--- config.mk ---
export PLATFORM = sky130hd
export DESIGN_NAME = ptc_fifo
export DESIGN_NICKNAME = d
export VERILOG_FILES = /design/src/design/ptc_pkg.sv /design/src/design/ptc_fifo.sv
export VERILOG_INCLUDE_DIRS = /design/src /design/src/design
export SDC_FILE = /design/constraint.sdc
export NUM_CORES = 1
export LEC_CHECK = 0
export ABC_AREA = 0
export BUFFER_PORTS_ARGS = -buffer_cell sky130_fd_sc_hd__buf_2
export CAP_MARGIN = 20
export CORE_MARGIN = 4
export CORE_UTILIZATION = 45
export CTS_BUF_LIST = sky130_fd_sc_hd__clkbuf_4 sky130_fd_sc_hd__clkbuf_8
export DETAILED_ROUTE_END_ITERATION = 8
export GPL_TIMING_DRIVEN = 0
export PLACE_DENSITY_LB_ADDON = 0.1
export SKIP_CTS_REPAIR_TIMING = 1
export SLEW_MARGIN = 5
export SYNTH_ARGS = -nofsm -noshare
export SYNTH_HDL_FRONTEND = slang
export SYNTH_SLANG_ARGS = --single-unit
--- constraint.sdc ---
create_clock -name clk -period 8.4 [get_ports clk]
set_input_delay 0.84 -clock clk [delete_from_list [all_inputs] [get_ports clk]]
set_output_delay 0.84 -clock clk [all_outputs]
set_load 0.02 [all_outputs]
--- src/design/assert_macros.svh ---
`ifndef ASSERT_MACROS_SVH
`define ASSERT_MACROS_SVH

// clocked assertion, disabled during reset
`define ASSERT_AT(lbl, ck, rn, prop, msg) \
    lbl: assert property (@(posedge ck) disable iff (!rn) prop) else $error(msg);

// clocked assertion, also checked during reset
`define ASSERT_ALWAYS(lbl, ck, prop, msg) \
    lbl: assert property (@(posedge ck) prop) else $error(msg);

`endif

--- src/design/ptc_pkg.sv ---
package ptc_pkg;

    localparam int CAL_W      = 48;
    localparam int RAW_W      = 20;
    localparam int OUT_W      = 32;
    localparam int DIVR_W     = 31;
    localparam int DIV_STAGES = 64;
    localparam int FRONT_STAGES = 10;
    localparam int TAIL_STAGES  = 7;
    localparam int FIFO_DEPTH = 4;
    localparam int FIFO_AW    = 2;
    localparam int FIFO_CW    = 3;

    localparam logic [63:0] PRESS_BIAS = 64'h0000_8000_0000_0000;
    localparam logic [11:0] DIV_SCALE  = 12'd3125;
    localparam logic [20:0] PRESS_BASE = 21'd1048576;

    typedef enum logic [1:0] {
        REG_TEMP_CALIB  = 2'd0,
        REG_PRESS_LOW   = 2'd1,
        REG_PRESS_MID   = 2'd2,
        REG_PRESS_HIGH  = 2'd3
    } reg_idx_t;

    typedef struct packed {
        logic [15:0] t1;
        logic [15:0] t2;
        logic [15:0] t3;
        logic [15:0] p1;
        logic [15:0] p2;
        logic [15:0] p3;
        logic [15:0] p4;
        logic [15:0] p5;
        logic [15:0] p6;
        logic [15:0] p7;
        logic [15:0] p8;
        logic [15:0] p9;
    } cal_t;

    typedef struct packed {
        logic [OUT_W-1:0]  temp;
        logic [63:0]       numer;
        logic [DIVR_W-1:0] divisor;
        logic              invalid;
    } job_t;

endpackage

--- src/design/ptc_fifo.sv ---
`include "assert_macros.svh"

module ptc_fifo (
    input  logic          clk,
    input  logic          rst_n,
    input  logic          push_valid,
    output logic          push_ready,
    input  ptc_pkg::job_t push_word,
    output logic          pop_valid,
    input  logic          pop_ready,
    output ptc_pkg::job_t pop_word
);
    import ptc_pkg::*;

    job_t               mem [FIFO_DEPTH];
    logic [FIFO_AW-1:0] wr_ptr_reg, rd_ptr_reg;
    logic [FIFO_CW-1:0] count_reg, count_next;
    logic               push, pop;

    assign push_ready = (count_reg != FIFO_CW'(FIFO_DEPTH));
    assign pop_valid  = (count_reg != '0);
    assign push       = push_valid && push_ready;
    assign pop        = pop_ready && pop_valid;
    assign pop_word   = mem[rd_ptr_reg];

    always_comb
    begin
        count_next = count_reg;
        if (push && !pop)
        begin
            count_next = count_reg + 1'b1;
        end
        else if (pop && !push)
        begin
            count_next = count_reg - 1'b1;
        end
    end

    always_ff @(posedge clk or negedge rst_n)
    begin
        if (!rst_n)
        begin
            wr_ptr_reg <= '0;
            rd_ptr_reg <= '0;
            count_reg  <= '0;
        end
        else
        begin
            if (push)
            begin
                wr_ptr_reg <= wr_ptr_reg + 1'b1;
            end
            if (pop)
            begin
                rd_ptr_reg <= rd_ptr_reg + 1'b1;
            end
            count_reg <= count_next;
        end
    end

    always_ff @(posedge clk)
    begin
        if (push)
        begin
            mem[wr_ptr_reg] <= push_word;
        end
    end

    `ASSERT_ALWAYS(a_fifo_count_max, clk, count_reg <= FIFO_CW'(FIFO_DEPTH), "fifo count overrun")
    `ASSERT_AT(a_fifo_empty_ptrs, clk, rst_n, (count_reg == '0) |-> (wr_ptr_reg == rd_ptr_reg), "fifo pointers disagree when empty")
    `ASSERT_AT(a_fifo_push_count, clk, rst_n, (push && !pop) |=> (count_reg == $past(count_reg) + 1'b1), "fifo count missed a push")

endmodule

==> results of run 1 <==
## synthesized netlist by cell type, drive strengths merged
cell type  number  area [um^2]
buf            27          210
edfxtp        512        15400
nand2           2         7.51
xor2            2         17.5
nand3           1         5.00
or3             1         6.26
fa              1         20.0
mux4          128         2880
a21boi          1         11.3
xnor2           4         35.0
clkbuf          2         7.51
dfrtp           7          175
inv             3         11.3
mux2            2         22.5
ha              5         62.6
and2            4         25.0
nor2            2         7.51
## power by group
group	switching (W)	total [W]	internal [W]
clock	0.000943	0.00202	0.00107
combinational	0.00166	0.00279	0.00113
sequential	0.0000996	0.00352	0.00342
total	0.00271	0.00832	0.00562
## stage by stage
stage                     instances   util  instance area, um^2
final                          1660  0.551                22700
after global placement         1497  0.506                20900
after CTS                      1656  0.551                22700
after global routing           1657  0.551                22700
after detailed placement       1507  0.513                21100
after floorplan                 704      -                18900
## logic make-up after synthesis
| group | Yosys count | share of synthesized area |
|---|---|---|
| compound gates | 1 | 0.000596 |
| xor+xnor | 6 | 0.00278 |
| fa+ha+maj | 6 | 0.00437 |
| buf+inv | 32 | 0.0121 |
| flops | 519 | 0.824 |
| mux | 130 | 0.154 |
| simple gates | 10 | 0.00272 |
## how the worst max path moves through the flow
| stage | to | slack [ns] |
|---|---|---|
| 6_report | pop_word[69] | 4.82 |
| 5_1_grt | pop_word[69] | 4.62 |
| 4_1_cts | pop_word[69] | 4.69 |
| 3_5_place_dp | pop_word[69] | 5.40 |
| 3_3_place_gp | mem[1][54]$_DFFE_PP_ | 1.06 |
| 2_1_floorplan | mem[0][0]$_DFFE_PP_ | 3.81 |
## cell type report
| cell class | count | area [um^2] |
|---|---|---|
| fillers | 3201 | 18500 |
| flip-flops and latches | 519 | 15500 |
| multi-input cells | 153 | 3110 |
| repair buffers | 272 | 1580 |
| clock buffers | 112 | 1380 |
| well taps | 532 | 666 |
| plain buffers | 29 | 218 |
| clock inverters | 37 | 185 |
| inverters | 3 | 11.3 |
| diodes | 3 | 7.51 |
## metal layers
| layer | vias to the layer above | wire [um] | GRT usage | share of wire |
|---|---|---|---|---|
| li1 | 3803 | - | - | - |
| met1 | 4418 | 15200 | 0.215 | 0.41 |
| met2 | 248 | 18500 | 0.266 | 0.50 |
| met3 | 81 | 2720 | 0.0539 | 0.073 |
| met4 | 12 | 852 | 0.0593 | 0.023 |
| met5 | - | 77 | 0 | 0.0021 |
## worst max-delay path: cells and delay by family, from the launching register on
| family | cells | cell delay (ns) |
|---|---|---|
| buffers and inverters | 3 | 1.36 |
| flip-flops | 1 | 0.36 |
| multiplexers | 1 | 0.37 |
==> results.yml, run 1 <==
die:
  die-area_mm2: 0.0453
  fp-row-count: 74
  io-pin-count: 262
  die_x_um: 213
  core_region_area_mm2: 0.0412
  fp.dieH_um: 213
  start_util: 0.458
place:
  dp_hpwl_mm: 23.3
  dp_worst_setup_slack_ns: 5.40
  gp_congestion: 0.684
  portBuffers: 261
synth:
  yosys_warnings: 0
  ys_types: 20
  synth_cells: 704
  ys_seq_area_frac: 0.824
  syn_nets: 842
  synth_area_per_cell_um2: 26.8
  synthesis.area_mm2: 0.0189
  ys_ff_latch: 519
global_route:
  grt_max_degree: 49
  grt_pass1_wl_mm: 55.7
  grt_overflow: 0
  grt_use_total: 0.166
  first_global_vias: 9344
  antenna_found_initial: 8
worst_setup_path:
  critPathMostFrequentCell: "buf_2"
  crit_path_max_incr_delay_ns: 0.68
  crit_chain: "clkbuf_1, buf_2, mux4_2, buf_2"
  critPathMaxFanout: 10
  r2r_cells: 4
  endpoint_kind: "output pin"
  r2r-start: "count_reg[0]$_DFFE_PN0P_"
  crit_start: "rd_ptr_reg[1]$_DFFE_PN0P_"
  reg2reg_to: "mem[3][31]$_DFFE_PP_"
  ff2ff_setup_slack_ns: 6.09
  crit_path_top_delay_cell: "clkbuf_1"
  crit_path_start_kind: "register"
  worstSetupPathType: "register to output pin"
  critPathArrivalTime_ns: 2.74
  critPathRequiredTime_ns: 7.56
routing:
  firstDrtPassIters: 4
  drtAntennaViolNets: 0
  drc: 0
  wire_per_inst_um: 22.5
  wl_mm: 37.3
  vias: 8562
  drtIter0Drc: 511
  vias_per_cell: 5.16
hold_path:
  hp-start: "push_word[12]"
  worstHoldPathType: "primary input to register"
  worstHoldPathCells: 1
  min_to: "mem[0][12]$_DFFE_PP_"
layout:
  final_common_cell: "edfxtp_1"
  fin_nets: 1201
  largest_reg_flops: 512
  layout_common_cells: "edfxtp_1, buf_2, mux4_2, clkbuf_8, clkbuf_4"
  areaGrowthSynthToFinish_pct: 20.3
  drive_above_1_share: 0.497
power:
  power_w: 0.00832
  leakage_nw: 7.80
  powerDensity_mw_per_mm2: 367
  irDropWorstVdd_mv: 0.158
sta:
  fin_crit_sh: 0.427
  worst-slew-pin-transition_ns: 0.896
  rsz0062_at_grt: "false"
  max_freq_mhz: 279
  whs_ns: 0.423
  setup_tns_ns: 0
  slew_headroom: 0.403
  skew_ns: 0.0181
  report.final.slew_viol_count: 0
  worst_slack_ns: 4.82
  fin_crit_ns: 3.58
  setup_violations: 0
  hold_violations: 0
outcome:
  status: "completed"
clocking:
  worst_skew_pair.late_latency_ns: 0.63
  cts_tree: "built"
  ctsHtreeMaxLevel: 3
  numCtsBuffers: 85
  cts_max_path_buffers: 3
  path_clk_slew_ns: 0.06
  clock-sinks: 519
  cts_root_buf: "clkbuf_8"
run:
  drv_cap: 0
(Power assumes the default switching activity.)
==> inputs of run 2 (changes only) <==
Clock period 8.4 ns to 3.7 ns, I/O delays scaled along.
==> run 2 against run 1 <==
  * Cell area is 5.6% higher
  * Cell count grew 7.2%
  * Register-to-register slack got worse by 4.7 ns
  * Worst hold slack lost 0.38 ns
  * Combinational power up 130%
  * Sequential power up 130%
  * Non-clock buffer count up 127
  * Sequential share of layout area decreased by 3.6 points
  * Clock power up 130%
  * Core utilization is 3.1 points higher
  * Critical endpoint is now pop_word[11]
  * Highest routed layer is now met4
==> results.yml, run 2 (synthesis gave the netlist of run 1 again) <==
global_route:
  grt_use_total: 0.167
  first_global_vias: 9284
  antenna_found_initial: 1
  grt_max_degree: 53
  grt_overflow: 0
  grt_pass1_wl_mm: 56.6
routing:
  drc: 0
  drtIter0Drc: 672
  wire_per_inst_um: 21.4
  wl_mm: 38.1
  firstDrtPassIters: 7
  vias: 9077
  drtAntennaViolNets: 0
  vias_per_cell: 5.10
layout:
  drive_above_1_share: 0.447
  fin_nets: 1327
  final_common_cell: "edfxtp_1"
  layout_common_cells: "edfxtp_1, buf_2, dlygate4sd3_1, mux4_2, clkbuf_8"
  finalNonFillerCells: 1780
  areaGrowthSynthToFinish_pct: 26.9
  largest_reg_flops: 512
die:
  die-area_mm2: 0.0453
  start_util: 0.458
  fp.dieH_um: 213
  core_region_area_mm2: 0.0412
  fp-row-count: 74
  io-pin-count: 262
  die_x_um: 213
worst_setup_path:
  critPathRequiredTime_ns: 3.33
  r2r-start: "count_reg[0]$_DFFE_PN0P_"
  ff2ff_setup_slack_ns: 1.41
  crit_end: "pop_word[11]"
  critPathMaxFanout: 10
  reg2reg_to: "mem[3][24]$_DFFE_PP_"
  crit_path_max_incr_delay_ns: 0.71
  crit_start: "rd_ptr_reg[1]$_DFFE_PN0P_"
  worstSetupPathType: "register to output pin"
  critPathArrivalTime_ns: 2.68
  critPathMostFrequentCell: "buf_2"
  endpoint_kind: "output pin"
  r2r_cells: 4
  crit_chain: "clkbuf_1, buf_2, mux4_2, buf_2"
  crit_path_start_kind: "register"
  crit_path_top_delay_cell: "clkbuf_1"
clocking:
  cts_tree: "built"
  cts_max_path_buffers: 3
  ctsHtreeMaxLevel: 3
  cts_root_buf: "clkbuf_8"
  numCtsBuffers: 84
  worst_skew_pair.late_latency_ns: 0.63
  path_clk_slew_ns: 0.05
  clock-sinks: 519
sta:
  hold_violations: 0
  setup_tns_ns: 0
  report.final.slew_viol_count: 0
  whs_ns: 0.0451
  skew_ns: 0.0150
  max_freq_mhz: 328
  rsz0062_at_grt: "false"
  fin_crit_sh: 0.824
  worst-slew-pin-transition_ns: 0.940
  slew_headroom: 0.373
  fin_crit_ns: 3.05
  setup_violations: 0
hold_path:
  worstHoldPathType: "primary input to register"
place:
  portBuffers: 261
  gp_congestion: 0.674
  dp_hpwl_mm: 23.2
  dp_cells: 1506
power:
  power_w: 0.0191
  powerDensity_mw_per_mm2: 795
  leakage_nw: 8.32
  irDropWorstVdd_mv: 0.362
outcome:
  status: "completed"
run:
  drv_cap: 0
==> run 2: cell count changes in the layout (fill, tap and decap cells not counted), sizes merged <==
cell / before / now
clkinv: 30 / 22
clkinvlp: 2 / 4
buf: 298 / 297
bufinv: 0 / 1
inv: 8 / 4
clkbuf: 114 / 117
diode: 3 / 2
dlygate4sd3: 1 / 129
==> run 2: worst min-delay path by stage <==
stage | start | endpoint | slack (ns) | cells after the start
final | pop_ready | rd_ptr_reg[1]$_DFFE_PN0P_ | 0.05 | 3
after global routing | pop_ready | rd_ptr_reg[1]$_DFFE_PN0P_ | 0.02 | 3
after CTS | rst_n | wr_ptr_reg[0]$_DFFE_PN0P_ | -0.49 | 1
after detailed placement | rst_n | rd_ptr_reg[1]$_DFFE_PN0P_ | 0.22 | 1
after global placement | rst_n | rd_ptr_reg[1]$_DFFE_PN0P_ | 0.22 | 1
after floorplan | rst_n | count_reg[0]$_DFFE_PN0P_ | 0.07 | 0
==> run 2: cell type report <==
class / instances / area (um^2)
fill: 3110 / 17200
sequential: 519 / 15500
multi-input combinational: 153 / 3110
timing repair buffer: 399 / 2840
clock buffer: 115 / 1410
tap: 532 / 666
buffer: 29 / 218
clock inverter: 28 / 156
inverter: 3 / 11.3
antenna: 2 / 5.00
==> run 2: critical path, delay by kind of cell (launching register included) <==
| kind | cells | cell delay (ns) |
|---|---|---|
| buffers and inverters | 3 | 1.33 |
| DFF | 1 | 0.35 |
| muxes | 1 | 0.36 |
==> run 2: through the flow <==
stage,utilization,area (um^2),worst slack [ns]
6_report,0.582,24000,0.651
4_1_cts,0.550,22700,0.488
3_3_place_gp,0.506,20900,-0.556
5_1_grt,0.582,24000,0.433
2_1_floorplan,-,18900,0.899
3_5_place_dp,0.512,21100,1.20
==> run 2: power by group <==
| part | switching (W) | internal, W | leakage (nW) |
|---|---|---|---|
| sequential | 0.000229 | 0.00776 | 4.77 |
| clock | 0.00209 | 0.00253 | 0.820 |
| combinational | 0.00381 | 0.00263 | 2.73 |
==> run 2: routing by layer <==
metal,part of all wire,wire [um],global-route usage
met2,0.49,18700,0.262
met3,0.070,2650,0.0526
met5,0,0,0
met4,0.017,661,0.0566
met1,0.42,16000,0.226
==> inputs of run 3 (changes only) <==
Clock period 3.7 ns to 2.5 ns, I/O delays scaled along.
==> run 3 against run 2 <==
  * Sequential share of layout area is 0.98 points lower
  * Global-route usage stayed put
  * Non-clock buffer count is 10 higher
  * Core utilization is 0.89 points higher
  * Clock power is 48% higher
  * Clock skew hardly changed
  * Wire length is 2.3% higher
  * Combinational power is 60% higher
  * Power is 52% higher
  * Critical path depth is 1 higher
  * Worst hold slack better by 0.045 ns
  * Cell area is 1.5% higher
  * Critical path type unchanged
  * Critical endpoint is now pop_word[33]
==> results.yml, run 3 (synthesis gave the netlist of run 1 again) <==
outcome:
  status: "completed"
sta:
  setup_violations: 0
  setup_tns_ns: 0
  whs_ns: 0.0897
  worst-slew-pin-transition_ns: 0.761
  hold_violations: 0
  skew_ns: 0.0153
  fin_crit_sh: 0.965
  max_freq_mhz: 414
  slew_headroom: 0.493
  rsz0062_at_grt: "true"
  fin_crit_ns: 2.41
  report.final.slew_viol_count: 0
worst_setup_path:
  crit_path_top_delay_cell: "mux4_2"
  cp.depth: 5
  crit_path_start_kind: "register"
  endpoint_kind: "output pin"
  crit_path_max_incr_delay_ns: 0.52
  r2r_cells: 4
  critical_path.top_delay_family: "buffers and inverters"
  crit_buf_inv: 4
  critPathArrivalTime_ns: 2.16
  worstSetupPathType: "register to output pin"
  critPathMaxFanout: 10
  crit_chain: "buf_6, buf_12, buf_8, mux4_2, buf_2"
  critPathRequiredTime_ns: 2.25
clocking:
  cts_root_buf: "clkbuf_8"
  ctsHtreeMaxLevel: 3
  numCtsBuffers: 84
  cts_max_path_buffers: 3
  cts_tree: "built"
  clock-sinks: 519
  worst_skew_pair.late_latency_ns: 0.62
  path_clk_slew_ns: 0.05
global_route:
  grt_pass1_wl_mm: 56.6
  antenna_found_initial: 1
  grt_use_total: 0.167
  grt_max_degree: 53
  grt_overflow: 0
  first_global_vias: 9284
routing:
  drtIter0Drc: 698
  firstDrtPassIters: 6
  wl_mm: 39.0
  wire_per_inst_um: 21.8
  vias: 9142
  drtAntennaViolNets: 0
  drc: 0
  vias_per_cell: 5.11
place:
  portBuffers: 261
  dp_hpwl_mm: 23.2
  gp_congestion: 0.674
die:
  die_x_um: 213
  io-pin-count: 262
  core_region_area_mm2: 0.0412
  die-area_mm2: 0.0453
  start_util: 0.458
  fp-row-count: 74
  fp.dieH_um: 213
power:
  irDropWorstVdd_mv: 0.534
  powerDensity_mw_per_mm2: 1190
  leakage_nw: 8.48
layout:
  fin_nets: 1337
  layout_common_cells: "edfxtp_1, buf_2, dlygate4sd3_1, mux4_2, clkbuf_8"
  drive_above_1_share: 0.451
  final_common_cell: "edfxtp_1"
  areaGrowthSynthToFinish_pct: 28.9
  largest_reg_flops: 512
hold_path:
  worstHoldPathCells: 3
  worstHoldPathType: "primary input to register"
run:
  drv_cap: 0
[run 3: changes by cell type in the layout (fill, tap and decap cells not counted), sizes merged]
cell / previous run / this run
diode: 2 / 1
dlygate4sd3: 129 / 131
clkbuf: 117 / 132
buf: 297 / 290
[run 3: metal layers]
layer	part of all wire	wire length, um	vias to the layer above	track usage
li1	-	-	4065	-
met1	0.43	16600	4766	0.226
met2	0.49	19100	263	0.262
met3	0.068	2630	48	0.0526
met4	0.017	645	0	0.0566
met5	0	0	-	0
[run 3: final timing paths]
check	endpoint	slack [ns]	from
setup / recovery	pop_word[33]	0.09	rd_ptr_reg[0]$_DFFE_PN0P_
hold / removal	wr_ptr_reg[0]$_DFFE_PN0P_	0.09	push_valid
setup reg to reg	mem[3][46]$_DFFE_PP_	0.21	count_reg[0]$_DFFE_PN0P_
hold reg to reg	count_reg[2]$_DFFE_PN0P_	0.55	count_reg[2]$_DFFE_PN0P_
max in group asynchronous	rd_ptr_reg[1]$_DFFE_PN0P_	1.66	rst_n
min in group asynchronous	count_reg[0]$_DFFE_PN0P_	0.59	rst_n
[run 3: worst register-to-register path: stages (launching register included)]
cell,delay [ns]
dfrtp_1,0.42
nor2_1,0.09
a21boi_2,0.35
and2_4,0.72
buf_16,0.34
[run 3: power by group]
part           switching, W  internal (W)
logic               0.00582       0.00446
clock network       0.00310       0.00374
registers          0.000340        0.0115
[run 3: metrics by stage]
step                instances  setup WS (ns)  power [W]  utilization  instance area [um^2]
global placement         1497          -1.76     0.0215        0.506                 20900
floorplan                 704         -0.301     0.0183            -                 18900
global route             1789        -0.0362     0.0305        0.591                 24300
finish                   1789         0.0872     0.0289        0.591                 24300
detailed placement       1506          0.118     0.0217        0.512                 21100
CTS                      1649         -0.592     0.0286        0.550                 22700
[run 3: area by class of cell]
class | count | area (um^2)
fillers | 3073 | 16900
clock inverters | 28 | 156
inverters | 3 | 11.3
multi-input cells | 153 | 3110
plain buffers | 29 | 358
flip-flops and latches | 519 | 15500
repair buffers | 409 | 3070
diodes | 1 | 2.50
well taps | 532 | 666
clock buffers | 115 | 1410
